File: config.mk
export PLATFORM = sky130hd
export DESIGN_NAME = adaptive_frame_skip_controller
export DESIGN_NICKNAME = d
export VERILOG_FILES = /design/src/hdl/afs_pkg.sv /design/src/hdl/afs_divider.sv /design/src/hdl/adaptive_frame_skip_controller.sv
export SDC_FILE = /design/constraint.sdc
export NUM_CORES = 1
export LEC_CHECK = 0
export BUFFER_PORTS_ARGS = -buffer_cell sky130_fd_sc_hd__buf_2
export CORE_AREA = 2 2 162 196
export CTS_BUF_LIST = sky130_fd_sc_hd__clkbuf_8
export DETAILED_ROUTE_END_ITERATION = 8
export DIE_AREA = 0 0 164 198
export GPL_ROUTABILITY_DRIVEN = 0
export GPL_TIMING_DRIVEN = 0
export HOLD_SLACK_MARGIN = 0.06
export PLACE_DENSITY = 0.59
export REMOVE_ABC_BUFFERS = 1
export SLEW_MARGIN = 20
export SYNTH_ARGS = -nofsm -noshare
export SYNTH_HDL_FRONTEND = slang
export SYNTH_SLANG_ARGS = --single-unit
File: constraint.sdc
create_clock -name clk -period 5.9 [get_ports clk]
set_input_delay 0.295 -clock clk [delete_from_list [all_inputs] [get_ports clk]]
set_output_delay 0.295 -clock clk [all_outputs]
set_load 0.005 [all_outputs]
File: src/hdl/afs_pkg.sv
// Shared types and constants for the adaptive frame skip controller.
// Depends on nothing; every other file in hdl imports it.
package afs_pkg;

    // Stream and configuration port widths.
    localparam int IN_TDATA_W  = 32;
    localparam int OUT_TDATA_W = 16;
    localparam int OUT_COUNT_W = 11;
    localparam int CFG_INDEX_W = 2;
    localparam int CFG_DATA_W  = 16;

    // Configuration register indexes.
    localparam logic [CFG_INDEX_W-1:0] REG_SKIP_ENABLE = 2'd0;
    localparam logic [CFG_INDEX_W-1:0] REG_MIN_RATE    = 2'd1;
    localparam logic [CFG_INDEX_W-1:0] REG_MAX_RATE    = 2'd2;
    localparam logic [CFG_INDEX_W-1:0] REG_WINDOW_MS   = 2'd3;

    // Configuration reset values.
    localparam logic        RST_SKIP_ENABLE = 1'b1;
    localparam logic [7:0]  RST_MIN_RATE    = 8'd20;
    localparam logic [7:0]  RST_MAX_RATE    = 8'd35;
    localparam logic [15:0] RST_WINDOW_MS   = 16'd1000;

    // Sequencer states.
    typedef enum logic [2:0] {
        ST_IDLE,
        ST_CHECK,
        ST_DIV1,
        ST_DIV2,
        ST_APPLY
    } afs_state_t;

endpackage

File: src/hdl/afs_divider.sv
// Iterative restoring divider, one quotient bit per cycle.
// Depends on afs_pkg only through the project import convention.
module afs_divider
    import afs_pkg::*;
#(
    parameter int N = 16,
    parameter int D = 12
)
(
    input  logic         clk,
    input  logic         rst_n,
    input  logic         start,
    input  logic [N-1:0] dividend,
    input  logic [D-1:0] divisor,
    output logic [N-1:0] quotient,
    output logic         done
);

    localparam int CNT_W = $clog2(N + 1);
    localparam logic [CNT_W-1:0] CNT_LOAD = CNT_W'(N);
    localparam logic [CNT_W-1:0] CNT_ONE  = CNT_W'(1);

    logic [D-1:0]     rem_reg, rem_next;
    logic [N-1:0]     quo_reg, quo_next;
    logic [D-1:0]     div_reg, div_next;
    logic [CNT_W-1:0] cnt_reg, cnt_next;
    logic             busy_reg, busy_next;
    logic             done_reg, done_next;
    logic [D:0]       trial;
    logic             fits;

    // One restoring step: shift in the next dividend bit and try a subtract.
    assign trial = {rem_reg, quo_reg[N-1]};
    assign fits  = trial >= {1'b0, div_reg};

    always_comb
    begin
        rem_next  = rem_reg;
        quo_next  = quo_reg;
        div_next  = div_reg;
        cnt_next  = cnt_reg;
        busy_next = busy_reg;
        done_next = 1'b0;
        if (start)
        begin
            rem_next  = '0;
            quo_next  = dividend;
            div_next  = divisor;
            cnt_next  = CNT_LOAD;
            busy_next = 1'b1;
        end
        else if (busy_reg)
        begin
            rem_next = fits ? D'(trial - {1'b0, div_reg}) : trial[D-1:0];
            quo_next = {quo_reg[N-2:0], fits};
            cnt_next = cnt_reg - CNT_ONE;
            if (cnt_reg == CNT_ONE)
            begin
                busy_next = 1'b0;
                done_next = 1'b1;
            end
        end
    end

    // Control state is reset; the datapath is loaded on start.
    always_ff @(posedge clk or negedge rst_n)
    begin
        if (!rst_n)
        begin
            busy_reg <= 1'b0;
            done_reg <= 1'b0;
            cnt_reg  <= '0;
        end
        else
        begin
            busy_reg <= busy_next;
            done_reg <= done_next;
            cnt_reg  <= cnt_next;
        end
    end

    always_ff @(posedge clk)
    begin
        rem_reg <= rem_next;
        quo_reg <= quo_next;
        div_reg <= div_next;
    end

    assign quotient = quo_reg;
    assign done     = done_reg;

endmodule

File: src/hdl/adaptive_frame_skip_controller.sv
// Top level of the adaptive frame skip controller: sequencer, state and ports.
// Depends on afs_pkg and afs_divider.
//
// Usage: each transaction on the s_axis channel is one video frame arrival
// carrying a 32-bit millisecond tick. For every frame one transaction leaves
// on m_axis saying whether the frame is skipped, whether the skip count
// changed, and the skip count now in force. Configuration registers are
// written through cfg_wen/cfg_index/cfg_wdata; the user must write them
// only while no frame is in flight, as the block does not enforce this.
// Sequence: a frame that does not close a window passes the check and apply
// states, and m_axis_tvalid then rises from the output register. A frame that
// closes a window and adapts the count runs the shared divider once or twice
// in the divide states between check and apply.
// Flow control: one frame at a time; s_axis_tready is high only when the
// sequencer is idle, so a new frame waits until the previous one has left
// the apply state, and a window that adapts holds it through the divider passes.
// Reset: the window start, frame counter and skip count clear to zero and
// the registers take their reset values; no result is pending.
// Stall: the result waits in an output register. A new frame is accepted
// and processed meanwhile, and the sequencer holds in its last step until
// the receiver takes the previous result.
module adaptive_frame_skip_controller
    import afs_pkg::*;
#(
    parameter int COUNT_WIDTH = 16,
    parameter int SKIP_WIDTH  = 11
)
(
    input  logic                   clk,
    input  logic                   rst_n,
    // Frame arrivals. tdata: now_ms[31:0].
    input  logic                   s_axis_tvalid,
    output logic                   s_axis_tready,
    input  logic [IN_TDATA_W-1:0]  s_axis_tdata,
    // Results. tdata: skip_frame[0], skip_changed[1], skip_count_now[12:2], zero fill.
    output logic                   m_axis_tvalid,
    input  logic                   m_axis_tready,
    output logic [OUT_TDATA_W-1:0] m_axis_tdata,
    // Configuration writes.
    input  logic                   cfg_wen,
    input  logic [CFG_INDEX_W-1:0] cfg_index,
    input  logic [CFG_DATA_W-1:0]  cfg_wdata
);

    localparam int FW = (COUNT_WIDTH > 9) ? COUNT_WIDTH : 9;
    localparam int DW = (SKIP_WIDTH + 1 > 9) ? SKIP_WIDTH + 1 : 9;
    localparam int XW = (COUNT_WIDTH > SKIP_WIDTH) ? COUNT_WIDTH : SKIP_WIDTH;
    localparam int QW = (COUNT_WIDTH > 8) ? COUNT_WIDTH : 8;
    localparam logic [COUNT_WIDTH-1:0] COUNT_MAX = '1;
    localparam logic [SKIP_WIDTH-1:0]  SKIP_MAX  = '1;
    localparam int PAD_W = OUT_TDATA_W - OUT_COUNT_W - 2;

    afs_state_t state_reg, state_next;

    logic                   skip_enable_reg;
    logic [7:0]             min_rate_reg;
    logic [7:0]             max_rate_reg;
    logic [15:0]            window_ms_reg;

    logic [31:0]            win_start_reg;
    logic [COUNT_WIDTH-1:0] frames_reg;
    logic [SKIP_WIDTH-1:0]  skip_reg;
    logic [SKIP_WIDTH-1:0]  phase_reg;

    logic [31:0]            now_reg;
    logic [SKIP_WIDTH-1:0]  s_reg;
    logic                   new_win_reg;

    logic                   out_valid_reg, out_valid_next;
    logic [OUT_TDATA_W-1:0] out_data_reg;

    logic [31:0]            elapsed;
    logic                   win_go;
    logic                   adapt_cond;
    logic [XW-1:0]          raised;
    logic [SKIP_WIDTH-1:0]  s_sat;
    logic                   rate_low;
    logic [SKIP_WIDTH-1:0]  skip_after;
    logic [SKIP_WIDTH-1:0]  phase_after;
    logic                   skip_out;
    logic                   out_free;

    logic                   div_start;
    logic [DW-1:0]          div_divisor;
    logic [COUNT_WIDTH-1:0] div_quotient;
    logic                   div_done;
    logic                   apply_fire;

    // Shared divider: frames / (max_rate + 1), then frames / (count + 1).
    afs_divider #(
        .N(COUNT_WIDTH),
        .D(DW)
    ) u_div (
        .clk      (clk),
        .rst_n    (rst_n),
        .start    (div_start),
        .dividend (frames_reg),
        .divisor  (div_divisor),
        .quotient (div_quotient),
        .done     (div_done)
    );

    // Window end test and the condition for adapting the count.
    assign elapsed    = now_reg - win_start_reg;
    assign win_go     = skip_enable_reg && (elapsed > {16'b0, window_ms_reg});
    assign adapt_cond = (FW'(frames_reg) >= FW'({min_rate_reg, 1'b0})) ||
                        ((FW'(frames_reg) < FW'(max_rate_reg)) && (skip_reg != '0));

    // Raised count: at least the current one, saturated to the count range.
    assign raised = (XW'(div_quotient) > XW'(skip_reg)) ? XW'(div_quotient) : XW'(skip_reg);
    assign s_sat  = (raised > XW'(SKIP_MAX)) ? SKIP_MAX : raised[SKIP_WIDTH-1:0];

    // Back-off test: kept frames per window below the minimum.
    assign rate_low = QW'(div_quotient) < QW'(min_rate_reg);

    // Count and phase after this frame.
    always_comb
    begin
        skip_after  = skip_reg;
        phase_after = phase_reg;
        if (skip_enable_reg)
        begin
            if (new_win_reg)
            begin
                skip_after  = s_reg;
                phase_after = SKIP_WIDTH'(s_reg != '0);
            end
            else if (frames_reg != COUNT_MAX)
            begin
                phase_after = (phase_reg == skip_reg) ? '0 : phase_reg + SKIP_WIDTH'(1);
            end
        end
    end

    assign skip_out = skip_enable_reg && (skip_after != '0) && (phase_after != '0);
    assign out_free = !out_valid_reg || m_axis_tready;

    // Sequencer next state.
    always_comb
    begin
        state_next = state_reg;
        case (state_reg)
            ST_IDLE:
            begin
                if (s_axis_tvalid)
                    state_next = ST_CHECK;
            end
            ST_CHECK:
            begin
                state_next = (win_go && adapt_cond) ? ST_DIV1 : ST_APPLY;
            end
            ST_DIV1:
            begin
                if (div_done)
                    state_next = (s_sat != '0) ? ST_DIV2 : ST_APPLY;
            end
            ST_DIV2:
            begin
                if (div_done)
                    state_next = ST_APPLY;
            end
            ST_APPLY:
            begin
                if (out_free)
                    state_next = ST_IDLE;
            end
            default:
            begin
                state_next = ST_IDLE;
            end
        endcase
    end

    // Sequencer outputs.
    always_comb
    begin
        s_axis_tready = 1'b0;
        div_start     = 1'b0;
        div_divisor   = DW'(s_sat) + DW'(1);
        apply_fire    = 1'b0;
        case (state_reg)
            ST_IDLE:
            begin
                s_axis_tready = 1'b1;
            end
            ST_CHECK:
            begin
                div_start   = win_go && adapt_cond;
                div_divisor = DW'(max_rate_reg) + DW'(1);
            end
            ST_DIV1:
            begin
                div_start = div_done && (s_sat != '0);
            end
            ST_DIV2:
            begin
                div_start = 1'b0;
            end
            ST_APPLY:
            begin
                apply_fire = out_free;
            end
            default:
            begin
                s_axis_tready = 1'b0;
            end
        endcase
    end

    always_comb
    begin
        out_valid_next = out_valid_reg;
        if (apply_fire)
            out_valid_next = 1'b1;
        else if (m_axis_tready)
            out_valid_next = 1'b0;
    end

    // Control state, configuration and block state.
    always_ff @(posedge clk or negedge rst_n)
    begin
        if (!rst_n)
        begin
            state_reg       <= ST_IDLE;
            out_valid_reg   <= 1'b0;
            skip_enable_reg <= RST_SKIP_ENABLE;
            min_rate_reg    <= RST_MIN_RATE;
            max_rate_reg    <= RST_MAX_RATE;
            window_ms_reg   <= RST_WINDOW_MS;
            win_start_reg   <= '0;
            frames_reg      <= '0;
            skip_reg        <= '0;
            phase_reg       <= '0;
        end
        else
        begin
            state_reg     <= state_next;
            out_valid_reg <= out_valid_next;
            if (cfg_wen)
            begin
                case (cfg_index)
                    REG_SKIP_ENABLE: skip_enable_reg <= cfg_wdata[0];
                    REG_MIN_RATE:    min_rate_reg    <= cfg_wdata[7:0];
                    REG_MAX_RATE:    max_rate_reg    <= cfg_wdata[7:0];
                    REG_WINDOW_MS:   window_ms_reg   <= cfg_wdata;
                    default:         skip_enable_reg <= skip_enable_reg;
                endcase
            end
            if (apply_fire && skip_enable_reg)
            begin
                skip_reg  <= skip_after;
                phase_reg <= phase_after;
                if (new_win_reg)
                begin
                    win_start_reg <= now_reg;
                    frames_reg    <= COUNT_WIDTH'(1);
                end
                else if (frames_reg != COUNT_MAX)
                begin
                    frames_reg <= frames_reg + COUNT_WIDTH'(1);
                end
            end
        end
    end

    // Per-frame working registers and the result register.
    always_ff @(posedge clk)
    begin
        if (s_axis_tvalid && s_axis_tready)
            now_reg <= s_axis_tdata;
        if (state_reg == ST_CHECK)
        begin
            new_win_reg <= win_go;
            s_reg       <= skip_reg;
        end
        if (state_reg == ST_DIV1 && div_done)
            s_reg <= s_sat;
        if (state_reg == ST_DIV2 && div_done && rate_low)
            s_reg <= s_reg - SKIP_WIDTH'(1);
        if (apply_fire)
            out_data_reg <= {{PAD_W{1'b0}}, OUT_COUNT_W'(skip_after),
                             skip_enable_reg && new_win_reg && (s_reg != skip_reg),
                             skip_out};
    end

    assign m_axis_tvalid = out_valid_reg;
    assign m_axis_tdata  = out_data_reg;

`ifndef SYNTH
    // The frame position stays below the skip period.
    a_phase_range: assert property (@(posedge clk) disable iff (!rst_n)
        phase_reg <= skip_reg)
        else $error("frame phase exceeds skip count");

    // After a frame is taken the block is busy in the cycle that follows.
    a_busy_after_accept: assert property (@(posedge clk) disable iff (!rst_n)
        (s_axis_tvalid && s_axis_tready) |=> !s_axis_tready)
        else $error("frame accepted while previous one in progress");

    // A skipped frame always comes with a nonzero skip count.
    a_skip_needs_count: assert property (@(posedge clk) disable iff (!rst_n)
        (m_axis_tvalid && m_axis_tdata[0]) |-> (m_axis_tdata[OUT_COUNT_W+1:2] != '0))
        else $error("frame skipped with zero skip count");

    // The divider only reports completion while the sequencer waits for it.
    a_div_done_state: assert property (@(posedge clk) disable iff (!rst_n)
        div_done |-> (state_reg == ST_DIV1 || state_reg == ST_DIV2))
        else $error("divider finished outside a divide step");
`endif

endmodule
==> metrics.md <==
| Metric | Value |
|---|---|
| R2r endpoint | u_div.quotient[11] |
| Synth Register Bits | 211 |
| Final ANT Viol Nets | 0 |
| Final setup margin | 320 ps |
| Seq pwr share | 31.6% |
| Total CTS buffers | 39 |
| Peak supply drop | 0.000305 V |
| Leakage power | 6.90 nW |
| Wire per inst | 16.9 um |
| R2r worst-path depth | 20 |
| Clk sink count | 211 |
| Hold worst-path end | m_axis_tvalid |
| Vias in the first global route | 10900 |
| Vias per cell | 5.48 |
| Worst-Skew Late Latency | 550 ps |
| Status | finished, final reports clean |
| Final period util | 94.6% |
| PwrDens | 481 nW/um^2 |
| Starting Density | 44.1% |
| Post-Syn Area | 13600 sq um |
| Most numerous cell in the Yosys netlist | nand2_1 |
| Crit path DAT | 5880 ps |
| RSZ-0062 raised after global routing | no |
| TritonRoute pass-1 iters | 6 |
| Setup-failing EPs final | 0 |
| Critical path's most frequent cell | ha_1 |
| TritonCTS clock tree | built |
| Fillers | 2838 |
| Buffers on Ports | 69 |
| Layout cells sized above 1 | 15.1% |
| Max Fclk | 179 MHz |
| Hold WC Path Type | input port to flop |
| Place WS | -1140 ps |
| Register area share after synthesis | 41.7% |
| Register Area | 5660 sq um |
| Final hold vios | 0 |
| DRC viols | 0 |
| Clock power share | 19.2% |
| Uppermost layer routed | met4 |
| Avg Synthesized Cell Area | 9.49 sq um |
| Max-slew headroom | 31.4% |
| Site Rows | 71 |
| Clock skew | 17.3 ps |
| Fin Setup TNS | 0 ps |
| Critical path peak fanout | 5 |
| Critical path required time | 6200 ps |
| Synth top area share | 18.8% |
| Setup CP Type | flop to flop |
| Met1 Routed Length | 13400 um |
| Power share of the combinational group | 49.2% |
| Grt ovf | 0 |
| Core Region | 30800 sq um |
| Max Slew Vio Count | 0 |
| Post-synth top area cell | dfrtp_1 |
| Dominant synthesized flop cell | dfrtp_1 |
| Hold path cells | 3 |
| Ant diodes | 0 |
| Asr flop ratio synth | 54.0% |
| Number of enable flip-flop cells after synthesis | 85 |
| Max-cap violations | 0 |
| Int Pwr | 0.00448 W |
| Area delta synth->final | 16.9% |
| Die Ht | 198 um |
| Period minus WS final | 5580 ps |
| Clk slew on worst S/H paths | 60 ps |
| Slew @ Worst Pin | 1030 ps |
| Initial antenna violation count | 0 |
| Synth cell count leaders | nand2_1 (136), inv_1 (123), dfrtp_1 (102), o21ai_0 (102), ha_1 (100) |
| Clock Root Buffer | clkbuf_8 |
| H-tree depth reported by CTS | 2 |
| Initial detailed-routing violation count | 596 |
| Yosys warns | 0 |
| Routed WL | 33400 um |
| Top cells by area, synth | dfrtp_1 (19%), edfxtp_1 (19%), ha_1 (9.2%) |
| # nets final | 1707 |
| Longest Clk Path Bufs | 3 |
| CP endpoint kind | flop |
| Post-Syn Instances | 1432 |
| Detailed placer's ending HPWL | 24400 um |
| Die area | 32500 sq um |
| Multi-input gate area | 7350 sq um |
| Crit-path max cell delay | 560 ps |
| First-pass GRT wire length | 54400 um |
| Setup crit start kind | flop |
| Total number of vias | 10900 |
| Largest net degree at the start of global routing | 66 |
| Switching Fraction | 41.4% |
| Tot GR Track Use | 21.1% |
| RR Startpoint | win_start_reg[0] |
| R2R Setup Slk | 320 ps |
| Met2 Routed Length | 17400 um |
| Slowest CP cell | or4_1 |
| HP Start | m_axis_tready |
| Met3 WL post-DR | 1270 um |
| Critical path, cell by cell | ha_1 -> fa_1 -> nand2b_4 -> a21oi_4 -> o21ai_2 -> o31ai_2 -> xor2_1 -> ha_1 -> nand4_1 -> or3_4 -> a21oi_1 -> o32a_1 -> or4_1 -> a2111oi_2 -> or4b_4 -> o41ai_4 -> buf_4 -> o31ai_4 -> bufbuf_16 -> mux2_1 |
| Die Wd | 164 um |
| Switching power | 0.00316 W |
| Unique cell type count in the Yosys netlist | 82 |
| Ports | 73 |
## worst max-delay path, delay by kind of cell, from the launching register on
kind            cells  cell delay [ps]
flops               1              380
simple gates        5             1560
compound gates      8             1490
mux                 1              300
buf+inv             2              500
fa+ha+maj           3              940
xor+xnor            1              180
## logic make-up (layout without fill, tap and decap cells)
| group | count (synthesis) | count (layout) | share of synthesized area [%] |
|---|---|---|---|
| AO/OA/AOI/OAI | 334 | 334 | 15.6 |
| AND/OR/NAND/NOR | 423 | 424 | 15.0 |
| adder cells (fa/ha/maj) | 102 | 102 | 9.51 |
| other | 1 | 3 | 0.0276 |
| buffers and inverters | 185 | 330 | 5.43 |
| multiplexers | 92 | 92 | 7.27 |
| flip-flops | 211 | 211 | 41.7 |
| XOR/XNOR | 84 | 84 | 5.42 |
## power groups by stage
stage,combinational (W),sequential [W],clock [W]
after floorplan,0.00274,0.00230,0
after global placement,0.00346,0.00243,0
after detailed placement,0.00359,0.00243,0
after CTS,0.00371,0.00241,0.00152
after global routing,0.00423,0.00247,0.00157
final,0.00376,0.00241,0.00147
## layout make-up
| cell class | count | share of cell area [%] |
|---|---|---|
| Clock buffer | 45 | 3.90 |
| Clock inverter | 26 | 1.24 |
| Inverter | 123 | 2.91 |
| Multi-Input combinational cell | 1039 | 46.3 |
| Sequential cell | 211 | 35.6 |
| Tap cell | 401 | 3.16 |
| Timing Repair Buffer | 136 | 6.84 |
## repair_timing
action | in CTS | in global routing
setup endpoints to repair | 65 | 54
endpoints found under the hold margin | 127 | 0
setup buffers | 4 | 3
pin swaps | 3 | 3
hold buffers | 49 | 0
resized for setup | 11 | 10
gates cloned | 2 | 0
## metal layers
metal  track usage (%)  vias to the layer above
met1              23.9                     5184
met5                 0                        -
met2              38.8                      236
met4              9.23                        0
li1                  -                     5346
met3              3.12                       96
## cell usage in the layout (no fill, tap or decap), types with 40 or more instances in the layout
cell and instances:
a21oi_1 94, nor2_1 95, inv_1 135, clkbuf_8 45
dfrtp_1 102, nand2_1 136, nand3_1 40, o21ai_0 101
dlygate4sd3_1 49, xor2_1 45, ha_1 100, buf_2 68
edfxtp_1 85
## worst max path at each step
stage / startpoint / endpoint / cells past startpoint
after floorplan: win_start_reg[0] / u_div.quotient[0] / 18
after global placement: now_reg[6] / u_div.quotient[1] / 17
after detailed placement: now_reg[6] / u_div.quotient[2] / 19
after CTS: win_start_reg[0] / u_div.quotient[3] / 21
after global routing: win_start_reg[1] / u_div.quotient[0] / 22
final: win_start_reg[0] / u_div.quotient[11] / 20
## metrics by stage
| step | power, W | cells | utilization [%] | area, sq um | hold WS [ps] |
|---|---|---|---|---|---|
| after detailed placement | 0.00602 | 1852 | 46.6 | 14400 | 357 |
| final | 0.00764 | 1981 | 51.5 | 15900 | 119 |
| after global placement | 0.00590 | 1842 | 45.9 | 14200 | 449 |
| after floorplan | 0.00504 | 1372 | - | 13300 | -0.591 |
| after global routing | 0.00827 | 1981 | 51.5 | 15900 | 155 |
| after CTS | 0.00764 | 1978 | 51.2 | 15800 | 120 |
No activity file was read; power rests on OpenSTA's default activity.
